### config.mk
export PLATFORM = sky130hd
export DESIGN_NAME = script_source_lexer
export DESIGN_NICKNAME = d
export VERILOG_FILES = /design/src/sv/ssl_pkg.sv /design/src/sv/ssl_step.sv /design/src/sv/script_source_lexer.sv
export SDC_FILE = /design/constraint.sdc
export NUM_CORES = 1
export LEC_CHECK = 0
export ABC_AREA = 1
export BUFFER_PORTS_ARGS = -buffer_cell sky130_fd_sc_hd__clkbuf_2
export CELL_PAD_IN_SITES_DETAIL_PLACEMENT = 0
export CELL_PAD_IN_SITES_GLOBAL_PLACEMENT = 1
export CORE_ASPECT_RATIO = 0.9
export CORE_MARGIN = 5
export CORE_UTILIZATION = 51
export DETAILED_ROUTE_END_ITERATION = 12
export MAX_ROUTING_LAYER = met4
export PLACE_DENSITY_LB_ADDON = 0.1
export SETUP_SLACK_MARGIN = 0.15
export SLEW_MARGIN = 5
export SYNTH_ARGS = -nofsm -noshare
export SYNTH_HDL_FRONTEND = slang
export SYNTH_SLANG_ARGS = --single-unit
### constraint.sdc
create_clock -name clk_i -period 15.4 [get_ports clk_i]
set_clock_uncertainty 0.1 [all_clocks]
set_input_delay 0 -clock clk_i [delete_from_list [all_inputs] [get_ports clk_i]]
set_output_delay 0 -clock clk_i [all_outputs]
set_load 0.02 [all_outputs]
### src/sv/ssl_pkg.sv
`timescale 1ns / 1ps
// Package for the script source lexer: request and token payload types,
// lexer modes, token kind codes and character codes. Depends on nothing.
package ssl_pkg;

  // Width of the offsets carried in a token.
  localparam int OUT_W = 24;

  typedef struct packed {
    logic       cmd;
    logic [7:0] source_byte;
  } ssl_in_t;

  typedef struct packed {
    logic [4:0]       token_kind;
    logic [OUT_W-1:0] start_offset;
    logic [OUT_W-1:0] end_offset;
    logic             last_of_run;
  } ssl_tok_t;

  typedef enum logic [3:0] {
    M_IDLE       = 4'd0,
    M_IDENT      = 4'd1,
    M_NUMBER     = 4'd2,
    M_STRING     = 4'd3,
    M_STR_ESC    = 4'd4,
    M_SLASH      = 4'd5,
    M_EQ         = 4'd6,
    M_LT         = 4'd7,
    M_GT         = 4'd8,
    M_LINE       = 4'd9,
    M_BLOCK      = 4'd10,
    M_BLOCK_STAR = 4'd11
  } mode_e;

  // Per-request summary handed from the step logic to the top level.
  typedef struct packed {
    logic [1:0] n_res;
    mode_e      mode;
  } ssl_ctl_t;

  // Request command codes.
  localparam logic CMD_BYTE = 1'b0;
  localparam logic CMD_END  = 1'b1;

  // Token kinds.
  localparam logic [4:0] K_EOF       = 5'd0;
  localparam logic [4:0] K_INVALID   = 5'd1;
  localparam logic [4:0] K_NEWLINE   = 5'd2;
  localparam logic [4:0] K_IDENT     = 5'd3;
  localparam logic [4:0] K_STRING    = 5'd4;
  localparam logic [4:0] K_NUMBER    = 5'd5;
  localparam logic [4:0] K_LBRACE    = 5'd6;
  localparam logic [4:0] K_RBRACE    = 5'd7;
  localparam logic [4:0] K_LPAREN    = 5'd8;
  localparam logic [4:0] K_RPAREN    = 5'd9;
  localparam logic [4:0] K_SEMI      = 5'd10;
  localparam logic [4:0] K_COMMA     = 5'd11;
  localparam logic [4:0] K_ASSIGN    = 5'd12;
  localparam logic [4:0] K_NE        = 5'd13;
  localparam logic [4:0] K_LT        = 5'd14;
  localparam logic [4:0] K_LE        = 5'd15;
  localparam logic [4:0] K_GT        = 5'd16;
  localparam logic [4:0] K_GE        = 5'd17;
  localparam logic [4:0] K_EQ        = 5'd18;
  localparam logic [4:0] K_PLUS      = 5'd19;
  localparam logic [4:0] K_MINUS     = 5'd20;
  localparam logic [4:0] K_STAR      = 5'd21;
  localparam logic [4:0] K_SLASH     = 5'd22;
  localparam logic [4:0] K_PERCENT   = 5'd23;
  localparam logic [4:0] K_UNTERM    = 5'd24;

  // Character codes.
  localparam logic [7:0] CH_LF     = 8'h0A;
  localparam logic [7:0] CH_CR     = 8'h0D;
  localparam logic [7:0] CH_TAB    = 8'h09;
  localparam logic [7:0] CH_SPACE  = 8'h20;
  localparam logic [7:0] CH_DQUOTE = 8'h22;
  localparam logic [7:0] CH_BSLASH = 8'h5C;
  localparam logic [7:0] CH_US     = 8'h5F;
  localparam logic [7:0] CH_SLASH  = 8'h2F;
  localparam logic [7:0] CH_STAR   = 8'h2A;
  localparam logic [7:0] CH_EQ     = 8'h3D;
  localparam logic [7:0] CH_LT     = 8'h3C;
  localparam logic [7:0] CH_GT     = 8'h3E;
  localparam logic [7:0] CH_LBRACE = 8'h7B;
  localparam logic [7:0] CH_RBRACE = 8'h7D;
  localparam logic [7:0] CH_LPAREN = 8'h28;
  localparam logic [7:0] CH_RPAREN = 8'h29;
  localparam logic [7:0] CH_SEMI   = 8'h3B;
  localparam logic [7:0] CH_COMMA  = 8'h2C;
  localparam logic [7:0] CH_PLUS   = 8'h2B;
  localparam logic [7:0] CH_MINUS  = 8'h2D;
  localparam logic [7:0] CH_PCT    = 8'h25;
  localparam logic [7:0] CH_0      = 8'h30;
  localparam logic [7:0] CH_9      = 8'h39;
  localparam logic [7:0] CH_LA     = 8'h61;
  localparam logic [7:0] CH_LZ     = 8'h7A;
  localparam logic [7:0] CH_UA     = 8'h41;
  localparam logic [7:0] CH_UZ     = 8'h5A;

endpackage

### src/sv/ssl_step.sv
`timescale 1ns / 1ps
// Combinational lexer step: next mode, offsets and up to two tokens for one
// request. Depends on ssl_pkg.
module ssl_step #(
  parameter int OFFSET_WIDTH = 24
) (
  input  ssl_pkg::ssl_in_t          req_i,
  input  logic                      emit_nl_i,
  input  ssl_pkg::mode_e            mode_i,
  input  logic [OFFSET_WIDTH-1:0]   tstart_i,
  input  logic [OFFSET_WIDTH-1:0]   pos_i,
  output ssl_pkg::ssl_ctl_t         ctl_o,
  output logic [OFFSET_WIDTH-1:0]   tstart_o,
  output logic [OFFSET_WIDTH-1:0]   pos_o,
  output ssl_pkg::ssl_tok_t [1:0]   tok_o
);

  localparam int OutW = ssl_pkg::OUT_W;
  localparam logic [OFFSET_WIDTH-1:0] PosOne = {{(OFFSET_WIDTH-1){1'b0}}, 1'b1};

  typedef struct packed {
    logic           emit;
    logic [4:0]     kind;
    ssl_pkg::mode_e mode;
    logic           take_start;
  } fresh_t;

  function automatic logic is_digit(logic [7:0] b);
    return (b >= ssl_pkg::CH_0) && (b <= ssl_pkg::CH_9);
  endfunction

  function automatic logic is_ident_first(logic [7:0] b);
    return b[7] || ((b >= ssl_pkg::CH_LA) && (b <= ssl_pkg::CH_LZ)) ||
           ((b >= ssl_pkg::CH_UA) && (b <= ssl_pkg::CH_UZ)) || (b == ssl_pkg::CH_US);
  endfunction

  // Lexes a byte from the idle mode.
  function automatic fresh_t lex_fresh(logic [7:0] b, logic nl);
    fresh_t f;
    f.emit       = 1'b0;
    f.kind       = ssl_pkg::K_INVALID;
    f.mode       = ssl_pkg::M_IDLE;
    f.take_start = 1'b0;
    if (is_ident_first(b)) begin
      f.mode       = ssl_pkg::M_IDENT;
      f.take_start = 1'b1;
    end else if (is_digit(b)) begin
      f.mode       = ssl_pkg::M_NUMBER;
      f.take_start = 1'b1;
    end else begin
      case (b)
        ssl_pkg::CH_LF: begin
          f.emit = nl;
          f.kind = ssl_pkg::K_NEWLINE;
        end
        ssl_pkg::CH_CR, ssl_pkg::CH_TAB, ssl_pkg::CH_SPACE: f.emit = 1'b0;
        ssl_pkg::CH_DQUOTE: begin
          f.mode       = ssl_pkg::M_STRING;
          f.take_start = 1'b1;
        end
        ssl_pkg::CH_SLASH: begin
          f.mode       = ssl_pkg::M_SLASH;
          f.take_start = 1'b1;
        end
        ssl_pkg::CH_EQ: begin
          f.mode       = ssl_pkg::M_EQ;
          f.take_start = 1'b1;
        end
        ssl_pkg::CH_LT: begin
          f.mode       = ssl_pkg::M_LT;
          f.take_start = 1'b1;
        end
        ssl_pkg::CH_GT: begin
          f.mode       = ssl_pkg::M_GT;
          f.take_start = 1'b1;
        end
        ssl_pkg::CH_LBRACE: begin f.emit = 1'b1; f.kind = ssl_pkg::K_LBRACE;  end
        ssl_pkg::CH_RBRACE: begin f.emit = 1'b1; f.kind = ssl_pkg::K_RBRACE;  end
        ssl_pkg::CH_LPAREN: begin f.emit = 1'b1; f.kind = ssl_pkg::K_LPAREN;  end
        ssl_pkg::CH_RPAREN: begin f.emit = 1'b1; f.kind = ssl_pkg::K_RPAREN;  end
        ssl_pkg::CH_SEMI:   begin f.emit = 1'b1; f.kind = ssl_pkg::K_SEMI;    end
        ssl_pkg::CH_COMMA:  begin f.emit = 1'b1; f.kind = ssl_pkg::K_COMMA;   end
        ssl_pkg::CH_PLUS:   begin f.emit = 1'b1; f.kind = ssl_pkg::K_PLUS;    end
        ssl_pkg::CH_MINUS:  begin f.emit = 1'b1; f.kind = ssl_pkg::K_MINUS;   end
        ssl_pkg::CH_STAR:   begin f.emit = 1'b1; f.kind = ssl_pkg::K_STAR;    end
        ssl_pkg::CH_PCT:    begin f.emit = 1'b1; f.kind = ssl_pkg::K_PERCENT; end
        default: begin
          f.emit = 1'b1;
          f.kind = ssl_pkg::K_INVALID;
        end
      endcase
    end
    return f;
  endfunction

  logic [7:0]              b;
  logic [OFFSET_WIDTH-1:0] nx;
  fresh_t                  fr;
  logic                    e0, e1;
  logic [4:0]              k0, k1;
  logic [OFFSET_WIDTH-1:0] s0, s1, f0, f1;
  ssl_pkg::mode_e          nmode;
  logic                    op_close;

  assign b  = req_i.source_byte;
  // Positions saturate at all ones.
  assign nx = (pos_i == '1) ? pos_i : pos_i + PosOne;
  assign fr = lex_fresh(b, emit_nl_i);

  always_comb begin
    e0       = 1'b0;
    e1       = 1'b0;
    k0       = ssl_pkg::K_EOF;
    k1       = ssl_pkg::K_EOF;
    s0       = tstart_i;
    f0       = pos_i;
    s1       = pos_i;
    f1       = nx;
    nmode    = mode_i;
    tstart_o = tstart_i;
    pos_o    = nx;
    op_close = 1'b0;
    if (req_i.cmd == ssl_pkg::CMD_END) begin
      // Flush the pending token, then end of file at the current position.
      e0 = 1'b1;
      case (mode_i)
        ssl_pkg::M_IDENT:                     k0 = ssl_pkg::K_IDENT;
        ssl_pkg::M_NUMBER:                    k0 = ssl_pkg::K_NUMBER;
        ssl_pkg::M_STRING, ssl_pkg::M_STR_ESC: k0 = ssl_pkg::K_UNTERM;
        ssl_pkg::M_SLASH:                     k0 = ssl_pkg::K_SLASH;
        ssl_pkg::M_EQ:                        k0 = ssl_pkg::K_ASSIGN;
        ssl_pkg::M_LT:                        k0 = ssl_pkg::K_LT;
        ssl_pkg::M_GT:                        k0 = ssl_pkg::K_GT;
        default:                              e0 = 1'b0;
      endcase
      if (e0) begin
        e1 = 1'b1;
        k1 = ssl_pkg::K_EOF;
        f1 = pos_i;
      end else begin
        e0 = 1'b1;
        k0 = ssl_pkg::K_EOF;
        s0 = pos_i;
      end
      nmode    = ssl_pkg::M_IDLE;
      tstart_o = '0;
      pos_o    = '0;
    end else begin
      case (mode_i)
        ssl_pkg::M_IDENT: begin
          if (!(is_ident_first(b) || is_digit(b))) begin
            e0 = 1'b1;
            k0 = ssl_pkg::K_IDENT;
            op_close = 1'b1;
          end
        end
        ssl_pkg::M_NUMBER: begin
          if (!is_digit(b)) begin
            e0 = 1'b1;
            k0 = ssl_pkg::K_NUMBER;
            op_close = 1'b1;
          end
        end
        ssl_pkg::M_STRING: begin
          if (b == ssl_pkg::CH_BSLASH) begin
            nmode = ssl_pkg::M_STR_ESC;
          end else if (b == ssl_pkg::CH_DQUOTE) begin
            e0    = 1'b1;
            k0    = ssl_pkg::K_STRING;
            f0    = nx;
            nmode = ssl_pkg::M_IDLE;
          end
        end
        ssl_pkg::M_STR_ESC: nmode = ssl_pkg::M_STRING;
        ssl_pkg::M_SLASH, ssl_pkg::M_EQ, ssl_pkg::M_LT, ssl_pkg::M_GT: begin
          if (mode_i == ssl_pkg::M_SLASH && b == ssl_pkg::CH_SLASH) begin
            nmode = ssl_pkg::M_LINE;
          end else if (mode_i == ssl_pkg::M_SLASH && b == ssl_pkg::CH_STAR) begin
            nmode = ssl_pkg::M_BLOCK;
          end else if (b == ssl_pkg::CH_EQ) begin
            // Two-character operator.
            e0    = 1'b1;
            f0    = nx;
            nmode = ssl_pkg::M_IDLE;
            case (mode_i)
              ssl_pkg::M_SLASH: k0 = ssl_pkg::K_NE;
              ssl_pkg::M_EQ:    k0 = ssl_pkg::K_EQ;
              ssl_pkg::M_LT:    k0 = ssl_pkg::K_LE;
              default:          k0 = ssl_pkg::K_GE;
            endcase
          end else begin
            e0 = 1'b1;
            op_close = 1'b1;
            case (mode_i)
              ssl_pkg::M_SLASH: k0 = ssl_pkg::K_SLASH;
              ssl_pkg::M_EQ:    k0 = ssl_pkg::K_ASSIGN;
              ssl_pkg::M_LT:    k0 = ssl_pkg::K_LT;
              default:          k0 = ssl_pkg::K_GT;
            endcase
          end
        end
        ssl_pkg::M_LINE: begin
          if (b == ssl_pkg::CH_LF) nmode = ssl_pkg::M_IDLE;
        end
        ssl_pkg::M_BLOCK: begin
          if (b == ssl_pkg::CH_STAR) nmode = ssl_pkg::M_BLOCK_STAR;
        end
        ssl_pkg::M_BLOCK_STAR: begin
          if (b == ssl_pkg::CH_SLASH) begin
            nmode = ssl_pkg::M_IDLE;
          end else if (b != ssl_pkg::CH_STAR) begin
            nmode = ssl_pkg::M_BLOCK;
          end
        end
        default: begin
          // Idle: the byte is lexed fresh into the first slot.
          e0    = fr.emit;
          k0    = fr.kind;
          s0    = pos_i;
          f0    = nx;
          nmode = fr.mode;
          if (fr.take_start) tstart_o = pos_i;
        end
      endcase
      // A byte that ended a pending token is lexed again into the second slot.
      if (op_close) begin
        e1    = fr.emit;
        k1    = fr.kind;
        nmode = fr.mode;
        if (fr.take_start) tstart_o = pos_i;
      end
    end
  end

  assign ctl_o.n_res = {1'b0, e0} + {1'b0, e1};
  assign ctl_o.mode  = nmode;

  assign tok_o[0].token_kind   = k0;
  assign tok_o[0].start_offset = OutW'(s0);
  assign tok_o[0].end_offset   = OutW'(f0);
  assign tok_o[0].last_of_run  = !e1;
  assign tok_o[1].token_kind   = k1;
  assign tok_o[1].start_offset = OutW'(s1);
  assign tok_o[1].end_offset   = OutW'(f1);
  assign tok_o[1].last_of_run  = 1'b1;

endmodule

### src/sv/script_source_lexer.sv
`timescale 1ns / 1ps
// Script source lexer: streams source bytes in and C-style tokens out.
// Instantiates ssl_step; uses types and constants from ssl_pkg.
//
// Usage:
//   Requests arrive on in_valid_i / in_stall_o / in_data_i. Each carries a
//   source byte (cmd 0) or an end-of-source mark (cmd 1). A request is taken
//   at a rising edge with in_valid_i high and in_stall_o low.
//   Tokens leave on out_valid_o / out_stall_i / out_data_o. One request gives
//   zero, one or two tokens; last_of_run flags the final one of a request.
//   cfg_we_i writes cfg_wdata_i into the emit_newlines register; write it only
//   while no request is in flight.
// Path: a request is registered, then lexed once the token queue has room, and
//   its tokens land in a four-entry token queue that drives out_data_o.
// Throughput: one request per cycle while each request yields at most one
//   token and the receiver does not stall. The queue drains one token per
//   cycle while out_stall_i is low; requests that yield two tokens fill it.
// Stall: the queue keeps two free entries for the lexing stage; when the
//   receiver stalls, the queue fills and in_stall_o rises. Nothing is lost.
// Reset: mode idle, offsets zero, emit_newlines cleared, queue empty.
//   An end-of-source request also returns mode and offsets to zero.
module script_source_lexer #(
  parameter int OFFSET_WIDTH = 24
) (
  input  logic              clk_i,
  input  logic              rst_ni,
  input  logic              in_valid_i,
  output logic              in_stall_o,
  input  ssl_pkg::ssl_in_t  in_data_i,
  output logic              out_valid_o,
  input  logic              out_stall_i,
  output ssl_pkg::ssl_tok_t out_data_o,
  input  logic              cfg_we_i,
  input  logic              cfg_wdata_i
);

  localparam int QDepth = 4;
  localparam int QPtrW  = $clog2(QDepth);
  localparam int QCntW  = $clog2(QDepth + 1);

  // Lexer state.
  ssl_pkg::mode_e          mode_q;
  logic [OFFSET_WIDTH-1:0] tstart_q, pos_q;
  logic                    emit_nl_q;

  // Request register in front of the lexing logic.
  logic              req_valid_q;
  ssl_pkg::ssl_in_t  req_q;

  // Token queue.
  ssl_pkg::ssl_tok_t fifo_q [QDepth];
  logic [QPtrW-1:0]  wr_ptr_q, rd_ptr_q;
  logic [QCntW-1:0]  cnt_q, cnt_d;

  // Step outputs.
  ssl_pkg::ssl_ctl_t       ctl;
  logic [OFFSET_WIDTH-1:0] tstart_d, pos_d;
  ssl_pkg::ssl_tok_t [1:0] tok;

  logic accept, proc, pop;
  logic [QPtrW-1:0] wr_ptr_nx;

  ssl_step #(
    .OFFSET_WIDTH(OFFSET_WIDTH)
  ) u_step (
    .req_i     (req_q),
    .emit_nl_i (emit_nl_q),
    .mode_i    (mode_q),
    .tstart_i  (tstart_q),
    .pos_i     (pos_q),
    .ctl_o     (ctl),
    .tstart_o  (tstart_d),
    .pos_o     (pos_d),
    .tok_o     (tok)
  );

  // The registered request is lexed once the queue can hold its two
  // worst-case tokens.
  assign proc        = req_valid_q && (cnt_q <= QCntW'(QDepth - 2));
  assign in_stall_o  = req_valid_q && !proc;
  assign accept      = in_valid_i && !in_stall_o;
  assign out_valid_o = (cnt_q != '0);
  assign out_data_o  = fifo_q[rd_ptr_q];
  assign pop         = out_valid_o && !out_stall_i;
  assign wr_ptr_nx   = wr_ptr_q + QPtrW'(1);

  always_comb begin
    cnt_d = cnt_q;
    if (proc) cnt_d = cnt_d + QCntW'(ctl.n_res);
    if (pop)  cnt_d = cnt_d - QCntW'(1);
  end

  always_ff @(posedge clk_i or negedge rst_ni) begin
    if (!rst_ni) begin
      req_valid_q <= 1'b0;
      mode_q      <= ssl_pkg::M_IDLE;
      tstart_q    <= '0;
      pos_q       <= '0;
      emit_nl_q   <= 1'b0;
      wr_ptr_q    <= '0;
      rd_ptr_q    <= '0;
      cnt_q       <= '0;
    end else begin
      if (accept) begin
        req_valid_q <= 1'b1;
      end else if (proc) begin
        req_valid_q <= 1'b0;
      end
      if (cfg_we_i) emit_nl_q <= cfg_wdata_i;
      if (proc) begin
        mode_q   <= ctl.mode;
        tstart_q <= tstart_d;
        pos_q    <= pos_d;
        wr_ptr_q <= wr_ptr_q + QPtrW'(ctl.n_res);
      end
      if (pop) rd_ptr_q <= rd_ptr_q + QPtrW'(1);
      cnt_q <= cnt_d;
    end
  end

  // Payload registers carry no reset.
  always_ff @(posedge clk_i) begin
    if (accept) req_q <= in_data_i;
    if (proc && ctl.n_res != 2'd0) fifo_q[wr_ptr_q] <= tok[0];
    if (proc && ctl.n_res == 2'd2) fifo_q[wr_ptr_nx] <= tok[1];
  end

  // The token queue never holds more than its depth.
  a_queue_bound: assert property (@(posedge clk_i) disable iff (!rst_ni)
    cnt_q <= QCntW'(QDepth))
    else $error("token queue overflow");

  // End of source returns the lexer to its reset state.
  a_eof_resets: assert property (@(posedge clk_i) disable iff (!rst_ni)
    proc && req_q.cmd == ssl_pkg::CMD_END |=>
      pos_q == '0 && tstart_q == '0 && mode_q == ssl_pkg::M_IDLE)
    else $error("end of source did not reset the lexer");

  // End of source always yields at least the eof token.
  a_eof_emits: assert property (@(posedge clk_i) disable iff (!rst_ni)
    proc && req_q.cmd == ssl_pkg::CMD_END |-> ctl.n_res != 2'd0)
    else $error("end of source produced no token");

  // A two-token request marks only its second token as last.
  a_last_flag: assert property (@(posedge clk_i) disable iff (!rst_ni)
    proc && ctl.n_res == 2'd2 |-> !tok[0].last_of_run && tok[1].last_of_run)
    else $error("last_of_run misplaced");

  // Byte requests never move the position backwards.
  a_pos_mono: assert property (@(posedge clk_i) disable iff (!rst_ni)
    proc && req_q.cmd == ssl_pkg::CMD_BYTE |=> pos_q >= $past(pos_q))
    else $error("byte position went backwards");

endmodule

==> impl_metrics.tcl, run 1 <==
set metrics [dict create \
    powerDensity_nw_per_um2 207 \
    layout_commonest_cell "nand2_1" \
    start_util 0.516 \
    combPwrFrac 0.513 \
    yosysTopAreaCellShare 0.390 \
    start_kind "register" \
    p_leak_nw 7.58 \
    drive_above_1_share 0.110 \
    ir_drop_uv 147 \
    p_total_mw 3.87 \
    max_freq_ghz 0.198 \
    switchingPower_mw 1.92 \
    final.setup.tns_ns 0 \
    hold_buffers 14 \
    power_switching_share 0.497 \
    drv_cap 0 \
    synth_edf_count 221 \
    post-route-util 0.567 \
    synth.net_count 2201 \
    wl_per_cell_um 22.5 \
    fin_nets 2220 \
    htree_num_levels 1 \
    whs_ns 0.0299 \
    die_y_um 183 \
    cts_sinks 286 \
    period_needed_ns 5.05 \
    root_buffer "clkbuf_16" \
    grt_pass1_wl_um 91800 \
    drt_wl_total_um 59400 \
    finalSetupViolations 0 \
    cp_data_required_time_ns 15.52 \
    syn_avg_cell_area_um2 7.80 \
    ys_warn_count 0 \
    drv_slew 0 \
    die_area_um2 37100 \
    synth_top_area_cell "edfxtp_1" \
    timing.final.crit_share 0.328 \
    postCtsResizedCells 0 \
    viasPerCell 6.12 \
    p_clk_frac 0.199 \
    cp.arrival_ns 5.17 \
    async_flop_share 0.213 \
    rows 63 \
    status "finished, final reports clean" \
    synth_cells 2178 \
    pin_count 71 \
    worst_slew_pin_slew_ns 1.20 \
    numCtsBuffers 31 \
    antenna_found_initial 1 \
    vias 16200 \
    critPathKind "reg2reg" \
    synthTopCellsByArea "edfxtp_1, nand2_1, nand3_1" \
    pwr-share-seq 0.288 \
    route.detailed.drc 0 \
    drtPass1Iterations 6 \
    intPower_mw 1.95 \
    ys_types 43 \
    grt_usage 0.326 \
    most-common-layout-cells "nand2_1, nand3_1, o21ai_0" \
    portBuffers 70 \
    hold_viol 0 \
    grt-ovfl-total 0 \
    cts_tree "built" \
    synthesis.area_um2 17000 \
    ys_seq_area_frac 0.485 \
    first_global_vias 15600 \
    core_area_um2 32900 \
    gp_congestion 0.962 \
    cp-end-kind "register" \
    drtAntennaViolNets 0 \
    grt_max_degree 75 \
    clock_path_buffers 3 \
    min_path_type "in2reg" \
    drt-initial-drc-count 1903 \
    crit_path_max_fanout 47 \
    ys_ff_latch 286 \
    dp_hpwl_um 36500 \
    post-cts-setup-buffer-count 0 \
    areaGrowthSynthToFinish_pct 9.95 \
    rsz0062_at_grt "no" \
    synth_ff_type "edfxtp_1" \
    chipWidth_um 202 \
    relSlewSlack 0.199 \
    clk_latency_ns 0.60 \
    path_clk_slew_ns 0.06 \
]
## worst max-delay path, stage by stage (launching register included)
cell      delay [ns]
edfxtp_1        0.32
buf_4           0.26
clkinv_1        0.79
nor2_4          0.33
inv_1           0.23
nand2_1         0.27
ha_1            0.18
nand2_1         0.08
nor2_2          0.93
inv_1           0.18
nand2_2         0.26
buf_4           0.71
## area by class of cell
type,count,area [um2]
Antenna cell,1,2.50
Clock buffer,40,830
Clock inverter,18,205
Fill cell,3105,14300
Inverter,165,622
Multi-Input combinational cell,1604,7570
Sequential cell,286,8250
Tap cell,422,528
Timing Repair Buffer,109,678
## synthesized netlist by cell type (2+ instances only)
library cell and n:
nand4_1 13, inv_1 99, o21ai_0 270, buf_1 13
buf_6 12, o21ai_1 61, nand3b_1 2, dfxtp_1 4
a21oi_1 24, buf_2 19, ha_1 7, xor2_1 15
nor2_1 206, nand3_1 310, dfrtp_1 61, o21ai_2 10
o211ai_1 4, a21oi_2 3, nand2_1 545, edfxtp_1 221
clkbuf_1 74, nor3_1 9, nor2_2 10, inv_2 46
nand4_2 2, buf_4 5, o22ai_1 89, nand2_2 8
clkinv_1 19, nand3_2 4
## cells by family after synthesis
family	synth area share
multiplexers	0.00125
flip-flops	0.485
AO/OA/AOI/OAI	0.147
AND/OR/NAND/NOR	0.282
XOR/XNOR	0.00773
buffers and inverters	0.0716
adder cells (fa/ha/maj)	0.00633
## routing by layer
| layer | GRT usage | share of wire | vias to the layer above |
|---|---|---|---|
| li1 | - | - | 7510 |
| met1 | 0.447 | 0.42 | 7673 |
| met2 | 0.511 | 0.46 | 858 |
| met3 | 0.0497 | 0.092 | 148 |
| met4 | 0.0929 | 0.030 | 0 |
| met5 | - | 0 | - |
## state kept, by name (all words and copies together) (netlist names)
register     flops
req_valid_q      1
rd_ptr_q         2
tstart_q        24
wr_ptr_q         2
req_q            9
emit_nl_q        1
pos_q           24
cnt_q            3
mode_q           4
fifo_q         216
## power by group through the flow
| stage | combinational (mW) | clock (mW) | sequential (mW) |
|---|---|---|---|
| 2_1_floorplan | 1.37 | 0 | 1.10 |
| 3_3_place_gp | 1.92 | 0 | 1.13 |
| 3_5_place_dp | 1.95 | 0 | 1.13 |
| 4_1_cts | 1.96 | 0.775 | 1.12 |
| 5_1_grt | 2.16 | 0.806 | 1.13 |
| 6_report | 1.99 | 0.769 | 1.12 |
## per-stage QoR
step	setup slack (ns)	std cells	area, um2
4_1_cts	10.53	2644	18700
2_1_floorplan	8.99	2178	17000
3_5_place_dp	10.47	2572	17500
3_3_place_gp	10.64	2572	17500
5_1_grt	10.12	2645	18700
6_report	10.35	2645	18700
## path summary, 6_finish.rpt
path                               from             to  slack (ns)  cells after the start
max in group asynchronous        rst_ni    rd_ptr_q[0]       14.44                      3
hold reg to reg            tstart_q[10]   tstart_q[10]        0.38                      2
setup reg to reg               req_q[8]  fifo_q[0][49]       10.35                     11
hold / removal             in_data_i[8]       req_q[8]        0.03                      2
min in group asynchronous        rst_ni   tstart_q[21]        0.06                      3
setup / recovery               req_q[8]  fifo_q[0][49]       10.35                     11
Power figures use the tool's default switching activity.
==> run 2, diff against run 1 <==
Settings changed: CORE_UTILIZATION 51 to 47.
Clock period 15.4 ns to 4.68 ns, I/O delays scaled along.
==> impl_metrics.tcl, run 2 (same netlist as run 1, synthesis figures left out) <==
set metrics [dict create \
    clock_path_buffers 3 \
    grt-ovfl-total 0 \
    rows 66 \
    clk_latency_ns 0.54 \
    rsz0062_at_grt "no" \
    wl_per_cell_um 21.8 \
    period_needed_ns 4.15 \
    timing.final.crit_share 0.887 \
    drtPass1Iterations 5 \
    core_area_um2 35900 \
    cts_sinks 286 \
    most-common-layout-cells "nand2_1, nand3_1, o21ai_0" \
    largest_reg_flops 216 \
    die_y_um 190 \
    post_dp_cell_area_um2 17800 \
    pin_count 71 \
    fin_nets 2232 \
    areaGrowthSynthToFinish_pct 11.8 \
    gp_congestion 0.915 \
    relSlewSlack 0.355 \
    route.detailed.drc 0 \
    chipWidth_um 210 \
    grt_usage 0.300 \
    whs_ns 0.0649 \
    root_buffer "clkbuf_16" \
    critPathKind "reg2reg" \
    min_path_type "in2reg" \
    drtAntennaViolNets 0 \
    worst_slew_pin_slew_ns 0.967 \
    finalSetupViolations 0 \
    die_area_um2 40100 \
    drv_slew 0 \
    largest_register "fifo_q" \
    antenna_found_initial 1 \
    dp_hpwl_um 38000 \
    hold_viol 0 \
    powerDensity_nw_per_um2 679 \
    final.setup.tns_ns 0 \
    ir_drop_uv 591 \
    layout_commonest_cell "nand2_1" \
    crit_path_max_fanout 18 \
    htree_num_levels 2 \
    first_global_vias 15500 \
    cp-end-kind "register" \
    viasPerCell 5.94 \
    vias 16100 \
    drt_wl_total_um 59000 \
    cp.arrival_ns 4.33 \
    post-cts-setup-buffer-count 0 \
    p_leak_nw 7.67 \
    start_kind "register" \
    cts_tree "built" \
    drive_above_1_share 0.115 \
    drv_cap 0 \
    grt_max_degree 75 \
    status "finished, final reports clean" \
    final_area_um2 19000 \
    cp_data_required_time_ns 4.86 \
    num-fill-cells 3455 \
    drt-initial-drc-count 1440 \
    start_util 0.473 \
    path_clk_slew_ns 0.06 \
    grt_pass1_wl_um 90800 \
    rrSetupSlack_ns 0.53 \
    portBuffers 70 \
    top_regs "fifo_q: 216 flops, pos_q: 24 flops, tstart_q: 24 flops" \
    numCtsBuffers 34 \
    max_freq_ghz 0.241 \
]
-- run 2: changes by cell type in the layout (fill, tap and decap cells not counted), sizes merged --
cell | previous run | this run
clkinvlp | 1 | 3
clkinv | 31 | 30
clkbuf | 109 | 114
bufinv | 4 | 2
buf | 26 | 35
-- run 2: path summary, 6_finish.rpt --
check,startpoint,end,depth (start not counted)
max,req_q[4],fifo_q[2][17],16
min,in_data_i[1],req_q[1],2
max reg2reg,req_q[4],fifo_q[2][17],16
min reg2reg,tstart_q[10],tstart_q[10],2
max in group asynchronous,rst_ni,rd_ptr_q[0],3
min in group asynchronous,rst_ni,tstart_q[21],3
-- run 2: layout make-up --
class | instances | area [um2] | area share
Sequential cell | 286 | 8250 | 0.434
Timing Repair Buffer | 118 | 858 | 0.0452
Multi-Input combinational cell | 1604 | 7580 | 0.399
Tap cell | 476 | 596 | 0.0313
Antenna cell | 1 | 2.50 | 0.000132
Clock inverter | 17 | 160 | 0.00843
Inverter | 165 | 623 | 0.0328
Clock buffer | 45 | 933 | 0.0491
-- run 2: worst max-delay path: stages, from the launching register on --
cell      delay, ns
edfxtp_1       0.45
inv_1          0.08
nand2_1        0.08
nor2_4         0.29
nand3_2        0.22
nand4_2        0.20
nand3_2        0.19
nand2_1        0.12
nand2_1        0.19
ha_1           0.27
nand2_1        0.14
inv_2          0.06
nand2_1        0.11
buf_4          0.30
clkinv_1       0.66
o211ai_1       0.32
nand2_1        0.08
-- run 2: report_power, final --
part / switching (mW) / internal [mW] / total (mW)
clock network: 1.10 / 1.53 / 2.63
logic: 4.96 / 1.63 / 6.59
registers: 0.290 / 3.39 / 3.68
-- run 2: layer usage --
| layer | wire length, um | share of wire | track usage | up-vias |
|---|---|---|---|---|
| met1 | 25500 | 0.43 | 0.402 | 7771 |
| met5 | 0 | 0 | - | - |
| met4 | 2280 | 0.039 | 0.113 | 0 |
| met3 | 4750 | 0.080 | 0.0528 | 128 |
| met2 | 26500 | 0.45 | 0.462 | 660 |
| li1 | - | - | - | 7557 |
-- run 2: through the flow --
step	std cells	setup slack, ns	utilization	total power [mW]
after CTS	2711	0.372	0.529	12.9
final	2712	0.531	0.529	12.9
after floorplan	2178	0.742	-	8.13
after global placement	2635	0.521	0.494	10.1
after global routing	2712	0.250	0.529	13.7
after detailed placement	2635	0.397	0.494	10.2
-- run 2: repair_timing --
item | CTS | global route
hold endpoints to repair | 86 | 0
endpoints found under the setup margin | 0 | 49
hold buffers | 14 | 0
gates resized for setup | 0 | 1
==> run 3, diff against run 2 <==
Settings changed: BUFFER_PORTS_ARGS -buffer_cell sky130_fd_sc_hd__clkbuf_2 to default, CORE_UTILIZATION 47 to 49, DONT_BUFFER_PORTS from default to 1.
==> impl_metrics.tcl, run 3 (same netlist as run 1, synthesis figures left out) <==
set metrics [dict create \
    combPwrFrac 0.494 \
    drv_cap 0 \
    drv_slew 0 \
    whs_ns 0.0268 \
    switchingPower_mw 6.22 \
    htree_num_levels 2 \
    p_leak_nw 7.49 \
    layout_commonest_cell "nand2_1" \
    gp_congestion 0.956 \
    hold_viol 0 \
    max_freq_ghz 0.245 \
    drtPass1Iterations 6 \
    largest_reg_flops 216 \
    pin_count 71 \
    status "finished, final reports clean" \
    chipWidth_um 206 \
    worstSetupStartpoint "req_q[3]" \
    fin_nets 2178 \
    cts_tree "built" \
    grt-ovfl-total 0 \
    drtAntennaViolNets 0 \
    rsz0062_at_grt "no" \
    relSlewSlack 0.282 \
    top_regs "fifo_q: 216 flops, pos_q: 24 flops, tstart_q: 24 flops" \
    grt_pass1_wl_um 90900 \
    cts_sinks 286 \
    root_buffer "clkbuf_16" \
    postCtsResizedCells 0 \
    post-cts-setup-buffer-count 0 \
    vias 15800 \
    crit_path_max_incr_delay_ns 0.83 \
    p_clk_frac 0.216 \
    powerDensity_nw_per_um2 674 \
    grt_usage 0.313 \
    die_area_um2 38500 \
    start_kind "register" \
    drt_wl_total_um 59200 \
    cp_data_required_time_ns 4.73 \
    final.setup.tns_ns 0 \
    areaGrowthSynthToFinish_pct 10.7 \
    critPathKind "reg2reg" \
    critPathSlowestCell "nor2_2" \
    hold_buffers 24 \
    p_total_mw 12.7 \
    clk_latency_ns 0.53 \
    worst_slew_pin_slew_ns 1.08 \
    drt-initial-drc-count 1769 \
    start_util 0.498 \
    ir_drop_uv 443 \
    grt_max_degree 68 \
    min_path_type "in2async" \
    finalSetupViolations 0 \
    numCtsBuffers 34 \
    viasPerCell 5.96 \
    period_needed_ns 4.09 \
    reg2reg_from "req_q[3]" \
    cp-end-kind "register" \
    most-common-layout-cells "nand2_1, nand3_1, o21ai_0" \
    die_y_um 187 \
    antenna_found_initial 0 \
    largest_register "fifo_q" \
    pwr-share-seq 0.290 \
    path_clk_slew_ns 0.06 \
    route.detailed.drc 0 \
    core_area_um2 34100 \
    drive_above_1_share 0.0881 \
    clock_path_buffers 3 \
    crit_path_max_fanout 37 \
    first_global_vias 15000 \
    wl_per_cell_um 22.4 \
    antennaDiodeCount 0 \
    power_switching_share 0.490 \
    cp.arrival_ns 4.14 \
    dp_hpwl_um 38000 \
    crit_chain "nand2_1 -> nor2_1 -> nand2_1 -> nand2_1 -> nor2_2 -> nand2_1 -> nand2_1 -> nand2_1 -> nor2_1 -> nor3_1 -> inv_1 -> ha_1 -> nand2_1 -> nor2_2 -> inv_1 -> nand2_2 -> buf_4" \
    intPower_mw 6.46 \
    portBuffers 0 \
    crit_top_cell "nand2_1" \
    final_area_um2 18800 \
    rows 64 \
    timing.final.crit_share 0.873 \
    worst_r2r_path_depth 17 \
    post_dp_cell_area_um2 17400 \
]
run 3: cell types whose count changed in the layout (fill, tap and decap cells not counted), moves of 3 or more:
cell,change
buf_4,+8
bufinv_16,+3
clkbuf_1,-3
clkbuf_2,-69
clkinv_1,+5
dlygate4sd3_1,+8
run 3: per-stage QoR:
step                      setup WS [ns]  instances   util
after floorplan                   0.742       2178      -
after global placement            0.737       2557  0.510
after detailed placement          0.676       2557  0.510
after CTS                         0.660       2642  0.552
after global routing              0.337       2642  0.552
final                             0.595       2642  0.552
run 3: final timing paths:
kind	endpoint	slack, ns
worst max-delay path	fifo_q[0][5]	0.59
worst min-delay path	tstart_q[2]	0.03
worst max register to register	fifo_q[0][5]	0.59
worst min register to register	fifo_q[1][0]	0.39
max in group asynchronous	rd_ptr_q[0]	4.11
min in group clk_i	req_q[0]	0.03
run 3: worst max-delay path: cells and delay by family, from the launching register on:
| family | cells | cell delay (ns) |
|---|---|---|
| simple gates | 13 | 2.16 |
| buf+inv | 3 | 0.80 |
| fa+ha+maj | 1 | 0.14 |
| flops | 1 | 0.46 |
run 3: power groups by stage:
stage	clock network [mW]	registers [mW]	logic [mW]
floorplan	0	3.62	4.51
global placement	0	3.72	6.09
detailed placement	0	3.73	6.17
CTS	2.76	3.68	6.21
global route	2.86	3.74	6.83
finish	2.74	3.68	6.26
run 3: cell type report:
| class | instances | area, um2 |
|---|---|---|
| fillers | 3242 | 15300 |
| flip-flops and latches | 286 | 8250 |
| multi-input cells | 1604 | 7570 |
| clock buffers | 41 | 908 |
| repair buffers | 64 | 663 |
| inverters | 165 | 622 |
| well taps | 462 | 578 |
| clock inverters | 20 | 224 |
run 3: routing by layer:
layer | share of wire | wire length (um) | vias to the layer above | GRT usage
li1 | - | - | 7440 | -
met3 | 0.096 | 5690 | 81 | 0.0519
met1 | 0.43 | 25600 | 7513 | 0.444
met5 | 0 | 0 | - | -
met4 | 0.022 | 1310 | 0 | 0.0734
met2 | 0.45 | 26600 | 720 | 0.475
